**src/rtl/met_pkg.sv**
```systemverilog
// Shared types, constants and helpers for the escape-time evaluator.
// Used by every module under rtl; depends on nothing.
`default_nettype none

package met_pkg;

    localparam int FRAC_BITS  = 44;
    localparam int COORD_BITS = 12;
    localparam int VAL_BITS   = 48;
    localparam int ZOOM_W     = 47;
    localparam int DIM_W      = 13;
    localparam int CNT_W      = 16;
    localparam int CFG_W      = 48;
    localparam int CFG_IDX_W  = 3;

    localparam int HALF_W = VAL_BITS / 2;
    localparam int HI_W   = VAL_BITS - HALF_W;
    localparam int PP_W   = 2 * HALF_W;
    localparam int SQ_W   = 2 * VAL_BITS;
    localparam int MAG_W  = (2 * VAL_BITS + 1 > 2 * FRAC_BITS + 3) ?
                            2 * VAL_BITS + 1 : 2 * FRAC_BITS + 3;
    localparam int SAT_W  = MAG_W + 1;

    localparam int D_W    = ((COORD_BITS + 1 > DIM_W) ? COORD_BITS + 1 : DIM_W) + 1;
    localparam int ABS_W  = D_W - 1;
    localparam int FP_W   = ABS_W + HALF_W;
    localparam int PROD_W = ABS_W + ZOOM_W;

    localparam int QUEUE_DEPTH = 2;

    localparam int IN_W  = ((2 * COORD_BITS + 7) / 8) * 8;
    localparam int OUT_W = ((CNT_W + 7) / 8) * 8;

    localparam logic [ZOOM_W-1:0] ZOOM_RST   = 47'd70368744177;
    localparam logic [DIM_W-1:0]  WIDTH_RST  = 13'd1024;
    localparam logic [DIM_W-1:0]  HEIGHT_RST = 13'd768;
    localparam logic [CNT_W-1:0]  LIMIT_RST  = 16'd256;

    typedef enum logic [CFG_IDX_W-1:0] {
        REG_ZOOM,
        REG_CENTER_RE,
        REG_CENTER_IM,
        REG_WIDTH,
        REG_HEIGHT,
        REG_LIMIT
    } t_reg_idx;

    typedef enum logic [2:0] {
        ST_IDLE,
        ST_MUL,
        ST_SUM,
        ST_UPD,
        ST_DONE
    } t_iter_state;

    typedef struct packed {
        logic        [ZOOM_W-1:0]   zoom;
        logic signed [VAL_BITS-1:0] center_re;
        logic signed [VAL_BITS-1:0] center_im;
        logic        [DIM_W-1:0]    width;
        logic        [DIM_W-1:0]    height;
        logic        [CNT_W-1:0]    limit;
    } t_cfg;

    typedef struct packed {
        logic signed [VAL_BITS-1:0] c_im;
        logic signed [VAL_BITS-1:0] c_re;
    } t_coord;

    // clamp a wide signed value into the signed VAL_BITS range
    function automatic logic signed [VAL_BITS-1:0] sat_val(
        input logic signed [SAT_W-1:0] a
    );
        logic [SAT_W-VAL_BITS:0] top;
        top = a[SAT_W-1:VAL_BITS-1];
        if ((&top) || !(|top)) begin
            return a[VAL_BITS-1:0];
        end else if (a[SAT_W-1]) begin
            return {1'b1, {(VAL_BITS-1){1'b0}}};
        end else begin
            return {1'b0, {(VAL_BITS-1){1'b1}}};
        end
    endfunction

endpackage

`default_nettype wire

```
**src/rtl/met_front.sv**
```systemverilog
// Front end: takes pixel transactions and maps them onto the complex plane.
// Two registered stages (partial products, signed product); uses met_pkg.
`default_nettype none

module met_front (
    input  wire logic                           i_clk,
    input  wire logic                           i_rst_n,
    input  wire logic                           i_in_valid,
    output logic                                o_in_ready,
    input  wire logic [met_pkg::COORD_BITS-1:0] i_pixel_x,
    input  wire logic [met_pkg::COORD_BITS-1:0] i_pixel_y,
    input  wire met_pkg::t_cfg                  i_cfg,
    output logic                                o_out_valid,
    input  wire logic                           i_out_ready,
    output met_pkg::t_coord                     o_out
);
    import met_pkg::*;

    logic              r_s1_valid, n_s1_valid;
    logic              r_s2_valid, n_s2_valid;
    logic              r_xneg, r_yneg;
    logic [FP_W-1:0]   r_x_pl, r_x_ph, r_y_pl, r_y_ph;
    logic signed [PROD_W:0] r_x_prod, r_y_prod;

    logic signed [D_W-1:0]  dx, dy;
    logic [ABS_W-1:0]       ax, ay;
    logic [FP_W-1:0]        zlo, zhi;
    logic [PROD_W-1:0]      mx, my;
    logic [PROD_W:0]        sx, sy;
    logic signed [PROD_W:0] shx, shy;
    logic signed [SAT_W-1:0] sum_x, sum_y;
    logic                   in_take, s2_load, push;

    always_comb begin
        push       = r_s2_valid && i_out_ready;
        s2_load    = r_s1_valid && (!r_s2_valid || push);
        o_in_ready = !r_s1_valid || s2_load;
        in_take    = i_in_valid && o_in_ready;

        n_s1_valid = in_take || (r_s1_valid && !s2_load);
        n_s2_valid = s2_load || (r_s2_valid && !push);

        dx  = D_W'({i_pixel_x, 1'b0}) - D_W'(i_cfg.width);
        dy  = D_W'({i_pixel_y, 1'b0}) - D_W'(i_cfg.height);
        ax  = dx[D_W-1] ? ABS_W'(-dx) : ABS_W'(dx);
        ay  = dy[D_W-1] ? ABS_W'(-dy) : ABS_W'(dy);
        zlo = FP_W'(i_cfg.zoom[HALF_W-1:0]);
        zhi = FP_W'(i_cfg.zoom[ZOOM_W-1:HALF_W]);

        mx = (PROD_W'(r_x_ph) << HALF_W) + PROD_W'(r_x_pl);
        my = (PROD_W'(r_y_ph) << HALF_W) + PROD_W'(r_y_pl);
        sx = r_xneg ? (~{1'b0, mx} + 1'b1) : {1'b0, mx};
        sy = r_yneg ? (~{1'b0, my} + 1'b1) : {1'b0, my};

        shx   = r_x_prod >>> 1;
        shy   = r_y_prod >>> 1;
        sum_x = SAT_W'(shx) + SAT_W'($signed(i_cfg.center_re));
        sum_y = SAT_W'(shy) + SAT_W'($signed(i_cfg.center_im));

        o_out_valid = r_s2_valid;
        o_out.c_re  = sat_val(sum_x);
        o_out.c_im  = sat_val(sum_y);
    end

    always_ff @(posedge i_clk) begin
        if (!i_rst_n) begin
            r_s1_valid <= 1'b0;
            r_s2_valid <= 1'b0;
        end else begin
            r_s1_valid <= n_s1_valid;
            r_s2_valid <= n_s2_valid;
        end
    end

    always_ff @(posedge i_clk) begin
        if (in_take) begin
            r_xneg <= dx[D_W-1];
            r_yneg <= dy[D_W-1];
            r_x_pl <= FP_W'(ax) * zlo;
            r_x_ph <= FP_W'(ax) * zhi;
            r_y_pl <= FP_W'(ay) * zlo;
            r_y_ph <= FP_W'(ay) * zhi;
        end
        if (s2_load) begin
            r_x_prod <= sx;
            r_y_prod <= sy;
        end
    end

endmodule

`default_nettype wire

```
**config.mk**
```make
export PLATFORM = sky130hd
export DESIGN_NAME = met_front
export DESIGN_NICKNAME = d
export VERILOG_FILES = /design/src/rtl/met_pkg.sv /design/src/rtl/met_front.sv
export SDC_FILE = /design/constraint.sdc
export NUM_CORES = 2
export LEC_CHECK = 0
export BUFFER_PORTS_ARGS = -buffer_cell sky130_fd_sc_hd__buf_2
export CAP_MARGIN = 0
export CORE_UTILIZATION = 25
export DETAILED_ROUTE_END_ITERATION = 10
export GPL_ROUTABILITY_DRIVEN = 0
export GPL_TIMING_DRIVEN = 0
export REMOVE_ABC_BUFFERS = 1
export SLEW_MARGIN = 20
export SYNTH_ARGS = -nofsm -noshare
export SYNTH_HDL_FRONTEND = slang
export SYNTH_SLANG_ARGS = --single-unit
```
**constraint.sdc**
```tcl
create_clock -name i_clk -period 12.1 [get_ports i_clk]
set_clock_uncertainty 0.05 [all_clocks]
set_input_delay 1.815 -clock i_clk [delete_from_list [all_inputs] [get_ports i_clk]]
set_output_delay 1.815 -clock i_clk [all_outputs]
set_load 0.01 [all_outputs]
```
# Yosys cells after proc, flatten, opt, wreduce, memory -nomap -nowiden
# Index checks and enable logic that the tools add are counted.
[op_classes]
n_mux = 8
mul = 4
n_addsub = 10
n_bitwise = 2
n_reduce_logical = 21
[op_table]
columns = ["cell", "count"]
rows = [
  ["48-bit 2-to-1 mux", 4],
  ["60-bit by 48-bit adder with 61-bit output", 2],
  ["61-bit by 1-bit adder with 61-bit output (second input constant)", 2],
  ["60-bit NOT with 61-bit output", 2],
  ["60-bit by 37-bit adder with 60-bit output", 2],
  ["60-bit 2-to-1 mux", 2],
  ["51-bit AND reduction", 2],
  ["51-bit OR reduction", 2],
  ["13-bit by 24-bit multiplier with 37-bit output", 2],
  ["13-bit by 23-bit multiplier with 36-bit output", 2],
  ["13-bit by 13-bit subtractor with 14-bit output", 2],
  ["13-bit 2-to-1 mux", 2],
  ["13-bit negator", 2],
  ["1-bit logical NOT", 6],
  ["1-bit logical OR", 6],
  ["1-bit logical AND", 5],
]
[totals]
output_inout_bits = 98
ff_bits = 272
input_bits = 213
word_cells = 57

# Depth between registers and ports, before layout
[logic_depth]
depth_word = 6
depth_mapped = 40
mapped_depth_nobuf = 37

# Least setup slack after synthesis
# OpenSTA, ideal clock, no wires.
[synth_path]
path_type = "input port to flip-flop"
startpoint = "input i_pixel_y[0] (netlist bit)"
endpoint = "register r_y_ph[34], data pin"
required_ns = 11.792
setup_ns = 0.258
slack_ns = 1.820
n_path_buf = 2
cell_stages = 37
t_arrival_ns = 9.973
cell_sequence = "inv_1 fa_1 nor2b_1 o21ai_0 a21boi_0 o21ai_0 a21boi_0 o21ai_0 a21boi_0 nor2_1 a2111oi_0 a311oi_1 xnor2_1 clkbuf_1 clkbuf_1 nand2_1 fa_1 fa_1 inv_1 fa_1 fa_1 inv_1 fa_1 inv_1 ha_1 a21o_1 a21o_1 a21oi_1 o21ai_0 a41oi_1 a211oi_1 o21ai_0 a31oi_1 or4_1 a31o_2 a21oi_1 xnor2_1"
[synth_between]
elab_chain_cells = 4
[synth_rtl]
columns = ["element", "line_no", "text"]
rows = [
  ["from (decl)", "met_front.sv:11", "input wire logic [met_pkg::COORD_BITS-1:0] i_pixel_y,"],
  ["13-bit by 13-bit subtractor with 14-bit output (*)", "met_front.sv:44", "dy = D_W'({i_pixel_y, 1'b0}) - D_W'(i_cfg.height);"],
  ["13-bit negator", "met_front.sv:46", "ay = dy[D_W-1] ? ABS_W'(-dy) : ABS_W'(dy);"],
  ["13-bit 2-to-1 mux (*)", "met_front.sv:46", ""],
  ["13-bit by 23-bit multiplier with 36-bit output (*)", "met_front.sv:82", "r_y_ph <= FP_W'(ay) * zhi;"],
  ["to (signal assigned)", "met_front.sv:82", ""],
  ["to (decl)", "met_front.sv:22", "logic [FP_W-1:0] r_x_pl, r_x_ph, r_y_pl, r_y_ph;"],
]
# Every way passes the cells marked *; elsewhere a longest branch is shown, timed or not.
# A chain may end at the register's enable or synchronous reset.

# Worst setup path after layout
[layout_path]
startpoint = "input i_cfg[30] (netlist bit)"
endpoint = "register r_x_pl[36], data pin"
[layout_between]
elab_chain_cells = 4
[layout_rtl]
columns = ["element", "line_no", "text"]
rows = [
  ["from (decl)", "met_front.sv:12", "input wire met_pkg::t_cfg i_cfg,"],
  ["13-bit by 13-bit subtractor with 14-bit output (*)", "met_front.sv:43", "dx = D_W'({i_pixel_x, 1'b0}) - D_W'(i_cfg.width);"],
  ["13-bit negator", "met_front.sv:45", "ax = dx[D_W-1] ? ABS_W'(-dx) : ABS_W'(dx);"],
  ["13-bit 2-to-1 mux (*)", "met_front.sv:45", ""],
  ["13-bit by 24-bit multiplier with 37-bit output (*)", "met_front.sv:79", "r_x_pl <= FP_W'(ax) * zlo;"],
  ["to (signal assigned)", "met_front.sv:79", ""],
  ["to (decl)", "met_front.sv:22", ""],
]
# Marked as above.

==> impl_metrics.tcl <==
set metrics [dict create \
    r2r_cells 14 \
    setup_viol 0 \
    detail_route.first_pass.iterations 6 \
    num_rows 181 \
    grt_max_degree 53 \
    critical-path-slowest-cell "sky130_fd_sc_hd__xor2_4" \
    drt.antenna.violating_nets 0 \
    critPathRequiredTime_ps 12280 \
    syn-mean-instance-area_um2 8.748 \
    crit_top_cell "sky130_fd_sc_hd__fa_1" \
    grt_util_all_layers_pct 14.09 \
    min_delay_path_depth 1 \
    crit_path_max_incr_delay_ps 590 \
    die_x_um 496.4 \
    post_synth_main_area_contributors "sky130_fd_sc_hd__fa_1, sky130_fd_sc_hd__edfxtp_1, sky130_fd_sc_hd__ha_1, sky130_fd_sc_hd__inv_1, sky130_fd_sc_hd__nand2_1" \
    cp.buffers_inverters 8 \
    ios 311 \
    port-buffer-count 294 \
    hold_viol 0 \
    number_of_standard_cells_after_synthesis 6984 \
    vias 48580 \
    die_height_um 496.4 \
    outcome "complete, no violations" \
    critical_path_sink_type "register" \
    coreArea_mm2 0.2430 \
    post_drt_via_cell_ratio 4.704 \
    hold_end "o_out_valid$_SDFF_PN0_" \
    synth.distinct_cells 95 \
    ys_ff_latch 270 \
    final_max_slew_viol_count 0 \
    timing.max_cap.violations 0 \
    nets 8754 \
    layout-drive-gt1-share_pct 7.956 \
    max-slew-margin-rel_pct 19.17 \
    synthFlopType "sky130_fd_sc_hd__edfxtp_1" \
    actual_slew_at_the_worst_max_slew_pin_ps 1202 \
    clock-sinks 270 \
    timing.critical_path.arrival_ps 11640 \
    overflow 0 \
    antenna_found_initial 43 \
    timing.hold.worst.start "r_s1_valid$_SDFF_PN0_" \
    clockRootBuffer "sky130_fd_sc_hd__clkbuf_16" \
    synth-warning-count 0 \
    grt_pass1_wl_um 275400 \
    rsz0062_at_grt "false" \
    ctsHtreeMaxLevel 2 \
    detail_route.wirelength_um 174200 \
    reg2reg_from "r_y_pl[24]$_DFFE_PP_" \
    setup.worst_path.start_class "input pin" \
    worst-path-max-fanout 23 \
    ff2ff_setup_slack_ps 6950 \
    floorplan.initialDensity_pct 25.14 \
    synth-seq-area-share_pct 13.24 \
    min_period_ps 11470 \
    synthArstFlopShare_pct 0 \
    syn-cell-area_mm2 0.06110 \
    clk_transition_reported_paths_ps 60 \
    vias_in_the_first_global_route 50910 \
    cts_tree "yes" \
    clock_tree.buffer_depth 3 \
    fmaxAchievable_ghz 0.08722 \
    synth_top_cell_by_area "sky130_fd_sc_hd__fa_1" \
    remaining_drc_errors 0 \
    synth_edf_count 268 \
    worst-setup-path-type "in2reg" \
    route.detailed.wl_per_inst_um 16.87 \
    detailedRoute.firstIterationViolations 3477 \
    cell_family_with_the_largest_share_of_critical_path_delay "compound AO/OA/AOI/OAI gates" \
    cts_made_buffers 34 \
    reg2reg_to "r_y_prod[60]$_SDFFCE_PN0P_" \
    place_hpwl_um 144700 \
    synthDominantCellAreaShare_pct 31.19 \
    fin_hold_ws_ps 478.3 \
    place_inst 10250 \
    fin_cells 10330 \
    period_share_pct 94.76 \
    clock_latency_late_sink_ps 580 \
    min-delay-path-class "reg2reg" \
    design.die.area_mm2 0.2464 \
    layout_overhead_on_the_synthesized_area_pct 12.20 \
]
==> sequential cells by signal, summed over array words and instances (netlist names), 36 cells and up <==
name	cells
r_x_prod	60
r_y_prod	60
r_x_pl	37
r_y_pl	37
r_x_ph	36
r_y_ph	36
==> per-stage QoR <==
stage | utilization (%) | setup TNS [ps] | setup slack [ps] | instance area, um2
4_1_cts | 28.17 | 0 | 178.5 | 68440
3_5_place_dp | 27.70 | -2499 | -828.1 | 67320
6_report | 28.21 | 0 | 634.3 | 68550
2_1_floorplan | - | 0 | 846.7 | 59810
3_3_place_gp | 26.87 | -403200 | -5890 | 65280
5_1_grt | 28.21 | 0 | 14.81 | 68550
==> timing repair <==
action,in CTS,in global routing
setup endpoints to repair,1,6
hold buffers,0,0
setup buffers,0,2
pin swaps,0,2
gates resized for setup,1,8
==> Yosys cell counts (12+ instances only) <==
cell type / instances
sky130_fd_sc_hd__o21ai_0: 201
sky130_fd_sc_hd__and3_1: 41
sky130_fd_sc_hd__a21o_1: 117
sky130_fd_sc_hd__edfxtp_1: 268
sky130_fd_sc_hd__or3_1: 36
sky130_fd_sc_hd__nand2_1: 1105
sky130_fd_sc_hd__fa_1: 952
sky130_fd_sc_hd__ha_1: 500
sky130_fd_sc_hd__clkbuf_1: 309
sky130_fd_sc_hd__nor2_1: 183
sky130_fd_sc_hd__a31oi_1: 33
sky130_fd_sc_hd__a21oi_1: 263
sky130_fd_sc_hd__o211ai_1: 19
sky130_fd_sc_hd__nand3_1: 81
sky130_fd_sc_hd__o21bai_1: 43
sky130_fd_sc_hd__nor4_1: 24
sky130_fd_sc_hd__xor2_1: 125
sky130_fd_sc_hd__nand4_1: 43
sky130_fd_sc_hd__nor2b_1: 35
sky130_fd_sc_hd__a211oi_1: 26
sky130_fd_sc_hd__o221ai_1: 39
sky130_fd_sc_hd__and2_1: 460
sky130_fd_sc_hd__o31ai_1: 39
sky130_fd_sc_hd__nor3b_1: 16
sky130_fd_sc_hd__o311ai_0: 13
sky130_fd_sc_hd__a211o_1: 16
sky130_fd_sc_hd__xnor2_1: 306
sky130_fd_sc_hd__o41ai_1: 15
sky130_fd_sc_hd__and4_1: 12
sky130_fd_sc_hd__o21a_1: 45
sky130_fd_sc_hd__o211a_1: 13
sky130_fd_sc_hd__or2_2: 26
sky130_fd_sc_hd__nor3_1: 91
sky130_fd_sc_hd__a21boi_0: 18
sky130_fd_sc_hd__inv_1: 1178
sky130_fd_sc_hd__or4_1: 14
sky130_fd_sc_hd__mux2i_1: 48
sky130_fd_sc_hd__o31a_1: 13
sky130_fd_sc_hd__nand2b_1: 44
==> how the worst max path moves through the flow <==
stage                                       to  cells past startpoint  slack (ps)  startpoint
after CTS                 r_x_pl[36]$_DFFE_PP_                     38         180   i_cfg[30]
after detailed placement  r_x_pl[36]$_DFFE_PP_                     39        -830   i_cfg[30]
after global placement    r_x_pl[36]$_DFFE_PP_                     33       -5890   i_cfg[29]
final                     r_x_pl[36]$_DFFE_PP_                     39         630   i_cfg[30]
after floorplan           r_y_ph[35]$_DFFE_PP_                     35         850   i_cfg[17]
after global routing      r_x_pl[36]$_DFFE_PP_                     38          10   i_cfg[29]
==> kinds of logic after synthesis <==
logic type	after synthesis	synth area share [%]
compound gates	1010	10.93
xor+xnor	431	6.178
mux	57	0.9522
fa+ha+maj	1452	41.43
buf+inv	1503	9.352
flops	270	13.24
simple gates	2261	17.92
==> layout by cell type (no fill, tap or decap), types with 114 or more instances in the layout <==
master	count
sky130_fd_sc_hd__o21ai_0	199
sky130_fd_sc_hd__and2_1	459
sky130_fd_sc_hd__fa_1	952
sky130_fd_sc_hd__ha_1	500
sky130_fd_sc_hd__a21oi_1	263
sky130_fd_sc_hd__buf_2	293
sky130_fd_sc_hd__nand2_1	1105
sky130_fd_sc_hd__nor2_1	182
sky130_fd_sc_hd__edfxtp_1	268
sky130_fd_sc_hd__xnor2_1	290
sky130_fd_sc_hd__inv_1	1177
sky130_fd_sc_hd__a21o_1	117
sky130_fd_sc_hd__xor2_1	114
==> per-layer routing <==
metal / GRT usage, % / wire (um) / vias to the layer above
li1: - / - / 22640
met3: 1.982 / 9929 / 384
met1: 16.40 / 69640 / 24180
met2: 24.93 / 84960 / 1359
met4: 7.517 / 9620 / 16
met5: 0 / 87 / -
==> final cells by class <==
class / count / area (um2)
Fill cell: 25470 / 174400
Multi-Input combinational cell: 5211 / 47760
Sequential cell: 270 / 8088
Inverter: 1178 / 4422
Tap cell: 3202 / 4006
Timing Repair Buffer: 394 / 3139
Clock buffer: 38 / 865.8
Clock inverter: 23 / 249.0
Antenna cell: 11 / 27.53
Power is not shown: default switching activity piles up to over one toggle a cycle in this logic, so the estimate is an artifact.
