===== config.mk =====
export PLATFORM = sky130hd
export DESIGN_NAME = met_queue
export DESIGN_NICKNAME = d
export VERILOG_FILES = /design/src/rtl/met_pkg.sv /design/src/rtl/met_queue.sv
export SDC_FILE = /design/constraint.sdc
export NUM_CORES = 1
export LEC_CHECK = 0
export ABC_CLOCK_PERIOD_IN_PS = 5950
export BUFFER_PORTS_ARGS = -buffer_cell sky130_fd_sc_hd__buf_2
export CAP_MARGIN = 40
export CORE_ASPECT_RATIO = 0.9
export CORE_MARGIN = 2
export CORE_UTILIZATION = 56
export DETAILED_ROUTE_END_ITERATION = 8
export GPL_TIMING_DRIVEN = 0
export PLACE_DENSITY = 0.9
export SLEW_MARGIN = 20
export SYNTH_ARGS = -nofsm -noshare
export SYNTH_HDL_FRONTEND = slang
export SYNTH_SLANG_ARGS = --single-unit

===== constraint.sdc =====
create_clock -name i_clk -period 5.95 [get_ports i_clk]
set_input_delay 0.595 -clock i_clk [delete_from_list [all_inputs] [get_ports i_clk]]
set_output_delay 0.595 -clock i_clk [all_outputs]
set_load 0.05 [all_outputs]

===== src/rtl/met_pkg.sv =====
// Shared types, constants and helpers for the escape-time evaluator.
// Used by every module under rtl; depends on nothing.
`default_nettype none

package met_pkg;

    localparam int FRAC_BITS  = 44;
    localparam int COORD_BITS = 12;
    localparam int VAL_BITS   = 48;
    localparam int ZOOM_W     = 47;
    localparam int DIM_W      = 13;
    localparam int CNT_W      = 16;
    localparam int CFG_W      = 48;
    localparam int CFG_IDX_W  = 3;

    localparam int HALF_W = VAL_BITS / 2;
    localparam int HI_W   = VAL_BITS - HALF_W;
    localparam int PP_W   = 2 * HALF_W;
    localparam int SQ_W   = 2 * VAL_BITS;
    localparam int MAG_W  = (2 * VAL_BITS + 1 > 2 * FRAC_BITS + 3) ?
                            2 * VAL_BITS + 1 : 2 * FRAC_BITS + 3;
    localparam int SAT_W  = MAG_W + 1;

    localparam int D_W    = ((COORD_BITS + 1 > DIM_W) ? COORD_BITS + 1 : DIM_W) + 1;
    localparam int ABS_W  = D_W - 1;
    localparam int FP_W   = ABS_W + HALF_W;
    localparam int PROD_W = ABS_W + ZOOM_W;

    localparam int QUEUE_DEPTH = 2;

    localparam int IN_W  = ((2 * COORD_BITS + 7) / 8) * 8;
    localparam int OUT_W = ((CNT_W + 7) / 8) * 8;

    localparam logic [ZOOM_W-1:0] ZOOM_RST   = 47'd70368744177;
    localparam logic [DIM_W-1:0]  WIDTH_RST  = 13'd1024;
    localparam logic [DIM_W-1:0]  HEIGHT_RST = 13'd768;
    localparam logic [CNT_W-1:0]  LIMIT_RST  = 16'd256;

    typedef enum logic [CFG_IDX_W-1:0] {
        REG_ZOOM,
        REG_CENTER_RE,
        REG_CENTER_IM,
        REG_WIDTH,
        REG_HEIGHT,
        REG_LIMIT
    } t_reg_idx;

    typedef enum logic [2:0] {
        ST_IDLE,
        ST_MUL,
        ST_SUM,
        ST_UPD,
        ST_DONE
    } t_iter_state;

    typedef struct packed {
        logic        [ZOOM_W-1:0]   zoom;
        logic signed [VAL_BITS-1:0] center_re;
        logic signed [VAL_BITS-1:0] center_im;
        logic        [DIM_W-1:0]    width;
        logic        [DIM_W-1:0]    height;
        logic        [CNT_W-1:0]    limit;
    } t_cfg;

    typedef struct packed {
        logic signed [VAL_BITS-1:0] c_im;
        logic signed [VAL_BITS-1:0] c_re;
    } t_coord;

    // clamp a wide signed value into the signed VAL_BITS range
    function automatic logic signed [VAL_BITS-1:0] sat_val(
        input logic signed [SAT_W-1:0] a
    );
        logic [SAT_W-VAL_BITS:0] top;
        top = a[SAT_W-1:VAL_BITS-1];
        if ((&top) || !(|top)) begin
            return a[VAL_BITS-1:0];
        end else if (a[SAT_W-1]) begin
            return {1'b1, {(VAL_BITS-1){1'b0}}};
        end else begin
            return {1'b0, {(VAL_BITS-1){1'b1}}};
        end
    endfunction

endpackage

`default_nettype wire


===== src/rtl/met_queue.sv =====
// Short register queue of plane coordinates between front end and iterator.
// Depth from met_pkg::QUEUE_DEPTH; uses met_pkg.
`default_nettype none

module met_queue (
    input  wire logic            i_clk,
    input  wire logic            i_rst_n,
    input  wire logic            i_push_valid,
    output logic                 o_push_ready,
    input  wire met_pkg::t_coord i_push_data,
    output logic                 o_pop_valid,
    input  wire logic            i_pop_ready,
    output met_pkg::t_coord      o_pop_data
);
    import met_pkg::*;

    localparam int QP_W = (QUEUE_DEPTH > 1) ? $clog2(QUEUE_DEPTH) : 1;

    t_coord          r_mem [QUEUE_DEPTH];
    logic [QP_W-1:0] r_wr_ptr, n_wr_ptr;
    logic [QP_W-1:0] r_rd_ptr, n_rd_ptr;
    logic [QP_W:0]   r_count, n_count;
    logic            push, pop;

    always_comb begin
        o_push_ready = r_count != (QP_W + 1)'(QUEUE_DEPTH);
        o_pop_valid  = r_count != '0;
        o_pop_data   = r_mem[r_rd_ptr];
        push         = i_push_valid && o_push_ready;
        pop          = o_pop_valid && i_pop_ready;

        n_wr_ptr = r_wr_ptr;
        n_rd_ptr = r_rd_ptr;
        if (push) begin
            n_wr_ptr = (r_wr_ptr == QP_W'(QUEUE_DEPTH - 1)) ? '0 : r_wr_ptr + 1'b1;
        end
        if (pop) begin
            n_rd_ptr = (r_rd_ptr == QP_W'(QUEUE_DEPTH - 1)) ? '0 : r_rd_ptr + 1'b1;
        end
        n_count = r_count + (QP_W + 1)'(push) - (QP_W + 1)'(pop);
    end

    always_ff @(posedge i_clk) begin
        if (!i_rst_n) begin
            r_wr_ptr <= '0;
            r_rd_ptr <= '0;
            r_count  <= '0;
        end else begin
            r_wr_ptr <= n_wr_ptr;
            r_rd_ptr <= n_rd_ptr;
            r_count  <= n_count;
        end
    end

    always_ff @(posedge i_clk) begin
        if (push) begin
            r_mem[r_wr_ptr] <= i_push_data;
        end
    end

endmodule

`default_nettype wire


Word-level counts from Yosys, hierarchy flattened --
Memories as Yosys holds them, arrays and structs flattened. A register that Yosys moved wholly into a read port is not among the register bits. Cells that the tools add are included.
Storage, ports and cells: memories 1, flip-flop bits (word level) 4, input bits 100, RAM bits 192, output and inout bits 98, logic and storage cells 18
Memories:
- r_mem | depth 2, bits a word 96, rd ports 1, clocked after memory_dff 1, wr ports 1, line met_queue.sv:19 | t_coord r_mem [QUEUE_DEPTH];
Cells by class: reduce and logical (&&, ||, !) cells 3, equal/unequal tests 1, multiplexer cells 6, add/subtract/negate cells 4
Operators with widths (number):
- two-way mux 1 bit | 6
- adder 1 bit (second input constant) | 2
- adder 2 x 1 -> 2 bit | 1
- logical AND 1 bit | 2
- != test 2 bit (second input constant) | 1
- nonzero test 2 bit | 1
- subtractor 2 x 1 -> 2 bit | 1

Longest topological paths before layout --
Gate-level depths: netlist of run 1.
depth in word-level cells 4, mapped depth 6, mapped depth without buffers 6

Worst setup path after synthesis of run 1 --
Ideal clock, no wire load.
path kind reg2reg, start point register r_count[0], end point memory r_mem[1][0] (netlist bit), enable pin, clock period less this slack 3.746 ns, data required time 5.484 ns, cell stages (with the launch flop) 3, setup slack 2.204 ns, data arrival time 3.280 ns, path buffers 0, cells stage by stage dfxtp_1 nand2b_1 and3_1
On the way: cells in the longest elaborated chain, start to end 4
RTL lines:
- from (decl) | line met_queue.sv:22 | logic [QP_W:0] r_count, n_count;
- from (signal assigned) | line met_queue.sv:51 | r_count <= n_count;
- != test 2 bit | line met_queue.sv:26 | o_push_ready = r_count != (QP_W + 1)'(QUEUE_DEPTH);
- via o_push_ready | line met_queue.sv:9 | output logic o_push_ready,
- logical AND 1 bit | line met_queue.sv:29 | push = i_push_valid && o_push_ready;
- two-way mux 1 bit | line met_queue.sv:56 | if (push) begin
- two-way mux 1 bit (not written as such) | line met_queue.sv:57 | r_mem[r_wr_ptr] <= i_push_data;
- to (decl) | line met_queue.sv:19
The timed path passes the listed nets, and every way through them passes these cells.

==> results of run 1 <==
[flip-flops by register name, indices dropped and copies added, names as in the netlist, named ones only]
signal    flops
r_count       2
r_mem       192
r_rd_ptr      1
r_wr_ptr      1
[cells in the mapped netlist]
cell type	number	area (µm²)
mux2i_1	1	10.0
nand2b_1	2	12.5
nand2_1	1	3.75
nor2_1	2	7.51
mux2_2	56	631
nor2b_1	1	6.26
ha_1	1	12.5
buf_2	5	25.0
buf_6	1	11.3
o21ai_0	2	10.0
a211oi_1	1	7.51
a21boi_0	1	7.51
and2_1	3	18.8
a32oi_1	1	8.76
nand3b_1	1	7.51
xnor2_1	1	8.76
nand3_1	1	5.00
edfxtp_1	192	5770
and3_1	1	6.26
mux2_4	40	601
a21bo_2	2	20.0
inv_1	1	3.75
or2_2	1	6.26
buf_8	1	15.0
dfxtp_1	5	100
buf_12	4	80.1
[routing by layer]
metal	GRT usage	up-vias	share of wire
li1	-	1731	-
met1	0.219	1859	0.39
met2	0.324	172	0.51
met3	0.0771	21	0.083
met4	0.0815	0	0.017
met5	0	-	0
[final timing paths]
path	from	endpoint	slack [ns]	cells after the start
setup / recovery	flop	o_pop_data[11]	3.60	4
hold / removal	i_push_data[83]	r_mem[1][83]$_DFFE_PP_	0.35	1
hold reg to reg	r_rd_ptr$_SDFFE_PN0P_	r_rd_ptr$_SDFFE_PN0P_	0.59	2
setup reg to reg	r_count[0]$_SDFF_PN0_	r_mem[1][69]$_DFFE_PP_	3.97	3
[per-stage QoR]
| stage | hold WS, ns | setup slack, ns | instance area, µm² |
|---|---|---|---|
| floorplan | 0.529 | 2.20 | 7390 |
| global placement | 0.540 | 1.49 | 8580 |
| detailed placement | 0.589 | 3.86 | 8650 |
| CTS | 0.332 | 3.55 | 9290 |
| global route | 0.333 | 3.49 | 9290 |
| finish | 0.350 | 3.60 | 9290 |
[final cells by class]
type / count / area (µm²) / share of cell area
Tap cell: 164 / 205 / 0.0221
Multi-Input combinational cell: 119 / 1400 / 0.150
Buffer: 11 / 131 / 0.0141
Clock buffer: 19 / 433 / 0.0466
Inverter: 1 / 8.76 / 0.000943
Timing Repair Buffer: 199 / 1040 / 0.112
Sequential cell: 197 / 5870 / 0.632
Clock inverter: 13 / 205 / 0.0221
[cells by family (layout without fill, tap and decap cells)]
logic type,after synthesis,after routing,synth area share
flops,197,197,0.794
xor+xnor,1,1,0.00119
buf+inv,12,243,0.0183
fa+ha+maj,1,1,0.00169
mux,97,97,0.168
compound gates,7,7,0.00728
simple gates,13,13,0.00999
[critical path, delay by kind of cell, from the launching register on]
family / cells / cell delay [ns]
DFF: 1 / 0.32
buffers and inverters: 3 / 0.61
muxes: 1 / 0.39
[power breakdown]
| part | switching, mW | internal [mW] |
|---|---|---|
| combinational | 0.919 | 0.425 |
| clock | 0.474 | 0.745 |
| sequential | 0.0400 | 1.69 |
==> impl_metrics.json, run 1 <==
{
  "first_global_vias": 3907,
  "clock_path_buffers": 2,
  "path_class": "reg2out",
  "grt_max_degree": 58,
  "portBuffers": 197,
  "place_hpwl_um": 9100,
  "final_common_cell": "buf_2",
  "cts_hold_buf": 0,
  "post-route-util": 0.726,
  "hold_class": "in2reg",
  "final_max_slew_viol_count": 0,
  "first_pass_iters": 5,
  "path_clk_slew_ns": 0.07,
  "p_total_mw": 4.29,
  "setup_viol": 0,
  "ys_warn_count": 0,
  "crit_path_frequent_cell": "buf_2",
  "syn_area_um2": 7390,
  "tns_ns": 0,
  "rsz0062_at_grt": "false",
  "slowest_stage": "mux2_2",
  "skew_ns": 0.00859,
  "placedCellCount": 691,
  "layout_common_cells": "202 x buf_2, 192 x edfxtp_1, 56 x mux2_2",
  "slew_headroom": 0.601,
  "rows": 39,
  "antenna_found_initial": 0,
  "crit_fanout": 10,
  "ir_worst_vdd_v": 0.000334,
  "die_y_um": 113,
  "htreeDepth": 4,
  "p_per_area_nw_per_um2": 462,
  "place_congestion": 0.754,
  "syn_nets": 429,
  "synth_seq_cells": 197,
  "drive_gt1_frac": 0.608,
  "ant_nets": 0,
  "postCtsSetupRepairBufs": 0,
  "path_cells": "buf_6 > buf_2 > mux2_2 > buf_2",
  "syn_area_per_cell_um2": 22.5,
  "max_freq_ghz": 0.426,
  "endpoint_kind": "output port",
  "fillers": 789,
  "clock-sinks": 197,
  "clk_latency_ns": 0.43,
  "vias": 3783,
  "drt_iter0_drc": 256,
  "worstPathArrival_ns": 1.75,
  "synth.distinct_cells": 26,
  "area_growth_pct": 25.6,
  "hold_viol": 0,
  "cts_tree": "yes",
  "die_w_um": 125,
  "cp_slowest_stage_delay_ns": 0.39,
  "viasPerCell": 5.23,
  "tightest_slew_ns": 0.599,
  "nNetsFinal": 647,
  "io_pins": 198,
  "wl_um": 13300,
  "period_share": 0.394,
  "drc": 0,
  "synthCells": 328,
  "maxCapViolations": 0,
  "ys_seq_area_frac": 0.794,
  "dieArea_um2": 14100,
  "grt_overflow_total": 0,
  "antenna_cells": 0,
  "p_leak_nw": 3.57,
  "instances_no_fill": 723,
  "crit_required_ns": 5.36,
  "startpoint_type": "flop",
  "min_period_ns": 2.35,
  "routedWlPerCell_um": 18.4,
  "outcome": "complete, no violations",
  "cts_resized": 0,
  "coreArea_um2": 12800,
  "cts_buffers": 17,
  "cts-root-buf": "clkbuf_16",
  "grt_pass1_wl_um": 20100,
  "grt_usage": 0.192,
  "start_util": 0.578
}
No activity file was read; power rests on OpenSTA's default activity.
==> run 2, diff against run 1 <==
--- a/config.mk
+++ b/config.mk
@@ -5,15 +5,15 @@
 export SDC_FILE = /design/constraint.sdc
 export NUM_CORES = 1
 export LEC_CHECK = 0
-export ABC_CLOCK_PERIOD_IN_PS = 5950
+export ABC_CLOCK_PERIOD_IN_PS = 2000
 export BUFFER_PORTS_ARGS = -buffer_cell sky130_fd_sc_hd__buf_2
 export CAP_MARGIN = 40
 export CORE_ASPECT_RATIO = 0.9
 export CORE_MARGIN = 2
-export CORE_UTILIZATION = 56
+export CORE_UTILIZATION = 47
 export DETAILED_ROUTE_END_ITERATION = 8
 export GPL_TIMING_DRIVEN = 0
-export PLACE_DENSITY = 0.9
+export PLACE_DENSITY = 0.81
 export SLEW_MARGIN = 20
 export SYNTH_ARGS = -nofsm -noshare
 export SYNTH_HDL_FRONTEND = slang
==> constraint.sdc (replaced) <==
create_clock -name i_clk -period 2 [get_ports i_clk]
set_input_delay 0.2 -clock i_clk [delete_from_list [all_inputs] [get_ports i_clk]]
set_output_delay 0.2 -clock i_clk [all_outputs]
set_load 0.05 [all_outputs]
==> run 2 against run 1 <==
Clock power increased to 2.9 times the previous value; clock skew decreased by 0.00071 ns; utilization decreased by 5.6 points; combinational power increased to 3.1 times the previous value; count of clock-buffer cells in the layout unchanged; non-clock buffer count increased by 98; cell count increased by 19%; worst setup slack got worse by 3.5 ns; die area increased by 18%; critical path type unchanged; largest power group unchanged.
==> impl_metrics.json, run 2 (same netlist as run 1, synthesis figures left out) <==
{
  "hold_viol": 0,
  "r2r_start": "r_count[0]$_SDFF_PN0_",
  "period_share": 0.971,
  "drt_iter0_drc": 112,
  "rsz0062_at_grt": "true",
  "drc": 0,
  "min_period_ns": 1.94,
  "viasPerCell": 4.78,
  "ff2ff_path_depth": 5,
  "cts_tree": "yes",
  "skew_ns": 0.00787,
  "dieArea_um2": 16700,
  "instances_no_fill": 859,
  "critPathCapture": "o_pop_data[79]",
  "reg_top3": "r_mem: 192 flops, r_count: 2 flops",
  "layout_common_cells": "200 x buf_2, 192 x edfxtp_1, 96 x dlygate4sd3_1",
  "final_max_slew_viol_count": 0,
  "ant_nets": 0,
  "r2r_slack_ns": 0.18,
  "antenna_found_initial": 0,
  "max_freq_ghz": 0.515,
  "multi_input_area_um2": 1410,
  "grt_max_degree": 51,
  "cts_buffers": 17,
  "first_pass_iters": 6,
  "coreArea_um2": 15400,
  "final_common_cell": "buf_2",
  "p_per_area_nw_per_um2": 1240,
  "path_class": "reg2out",
  "setup_viol": 0,
  "grt_pass1_wl_um": 21600,
  "maxCapViolations": 0,
  "die_w_um": 136,
  "p_total_mw": 12.8,
  "timing.rr.end": "r_mem[0][51]$_DFFE_PP_",
  "clk_latency_ns": 0.42,
  "path_cells": "buf_6 > buf_8 > buf_12 > mux2_4 > buf_2",
  "portBuffers": 197,
  "crit_required_ns": 1.80,
  "ir_worst_vdd_v": 0.000814,
  "clock_path_buffers": 2,
  "placedCellCount": 731,
  "start_util": 0.480,
  "cts-root-buf": "clkbuf_16",
  "clock-sinks": 197,
  "die_y_um": 123,
  "fillers": 1008,
  "tightest_slew_ns": 0.547,
  "io_pins": 198,
  "routedWlPerCell_um": 16.9,
  "vias": 4102,
  "largest_reg_flops": 192,
  "hold_class": "in2reg",
  "setup_slack_ns": 0.0585,
  "seq_area_um2": 5870,
  "crit_fanout": 10,
  "first_global_vias": 4458,
  "place_hpwl_um": 8860,
  "drive_gt1_frac": 0.522,
  "grt_usage": 0.174,
  "startpoint_type": "flop",
  "place_congestion": 0.646,
  "cp_slowest_stage_delay_ns": 0.33,
  "wl_um": 14500,
  "post-route-util": 0.671,
  "pre_cts_slack_ns": 0.0790,
  "antenna_cells": 0,
  "grt_overflow_total": 0,
  "endpoint_kind": "output port",
  "tns_ns": 0,
  "outcome": "complete, no violations",
  "largest_register": "r_mem",
  "slowest_stage": "dfxtp_1",
  "path_clk_slew_ns": 0.07,
  "area_growth_pct": 39.6,
  "slew_headroom": 0.635,
  "htreeDepth": 4,
  "rows": 43,
  "postCtsSetupRepairBufs": 0,
  "nNetsFinal": 746,
  "worstPathArrival_ns": 1.74,
  "p_leak_nw": 3.99
}
run 2: final cells by class:
type,count,share of cell area
clock buffers,19,0.0420
repair buffers,297,0.198
plain buffers,11,0.0127
clock inverters,12,0.0170
well taps,202,0.0245
multi-input cells,120,0.137
flip-flops and latches,197,0.569
inverters,1,0.000728
run 2: metrics by stage:
stage	hold slack [ns]	instance area (µm²)
2_1_floorplan	0.299	7410
3_3_place_gp	0.387	8640
3_5_place_dp	0.391	8740
4_1_cts	0.0409	10300
5_1_grt	0.0505	10300
6_report	0.0560	10300
run 2: how the worst min path moves through the flow:
stage,from,endpoint,cells after the start
2_1_floorplan,i_push_data[0],r_mem[0][0]$_DFFE_PP_,0
6_report,i_rst_n,r_count[0]$_SDFF_PN0_,2
3_3_place_gp,i_push_data[39],r_mem[0][39]$_DFFE_PP_,1
4_1_cts,i_rst_n,r_rd_ptr$_SDFFE_PN0P_,2
5_1_grt,i_rst_n,r_count[0]$_SDFF_PN0_,2
3_5_place_dp,i_push_data[90],r_mem[1][90]$_DFFE_PP_,1
run 2: what timing repair did:
item | in CTS | in global routing
endpoints found under the setup margin | 0 | 102
resized for setup | 0 | 2
endpoints found under the hold margin | 192 | 0
hold buffers | 96 | 0
run 2: metal layers:
layer  share of wire  vias to the layer above  wire (µm)  track usage
met2            0.54                      138       7780        0.318
met5               0                        -          0            0
met1            0.38                     2005       5500        0.186
met4           0.018                        0        265       0.0768
li1                -                     1936          -            -
met3           0.065                       23        944       0.0533
run 2: power breakdown:
part,leakage [nW],total (mW),internal [mW],switching [mW]
clock,0.295,3.49,2.09,1.40
combinational,1.85,4.19,1.42,2.77
sequential,1.84,5.14,5.02,0.122
total,3.99,12.8,8.53,4.29
run 2: worst max-delay path, delay by kind of cell (launching register included):
family                 cells  cell delay, ns
multiplexers               1            0.31
flip-flops                 1            0.33
buffers and inverters      4            0.67
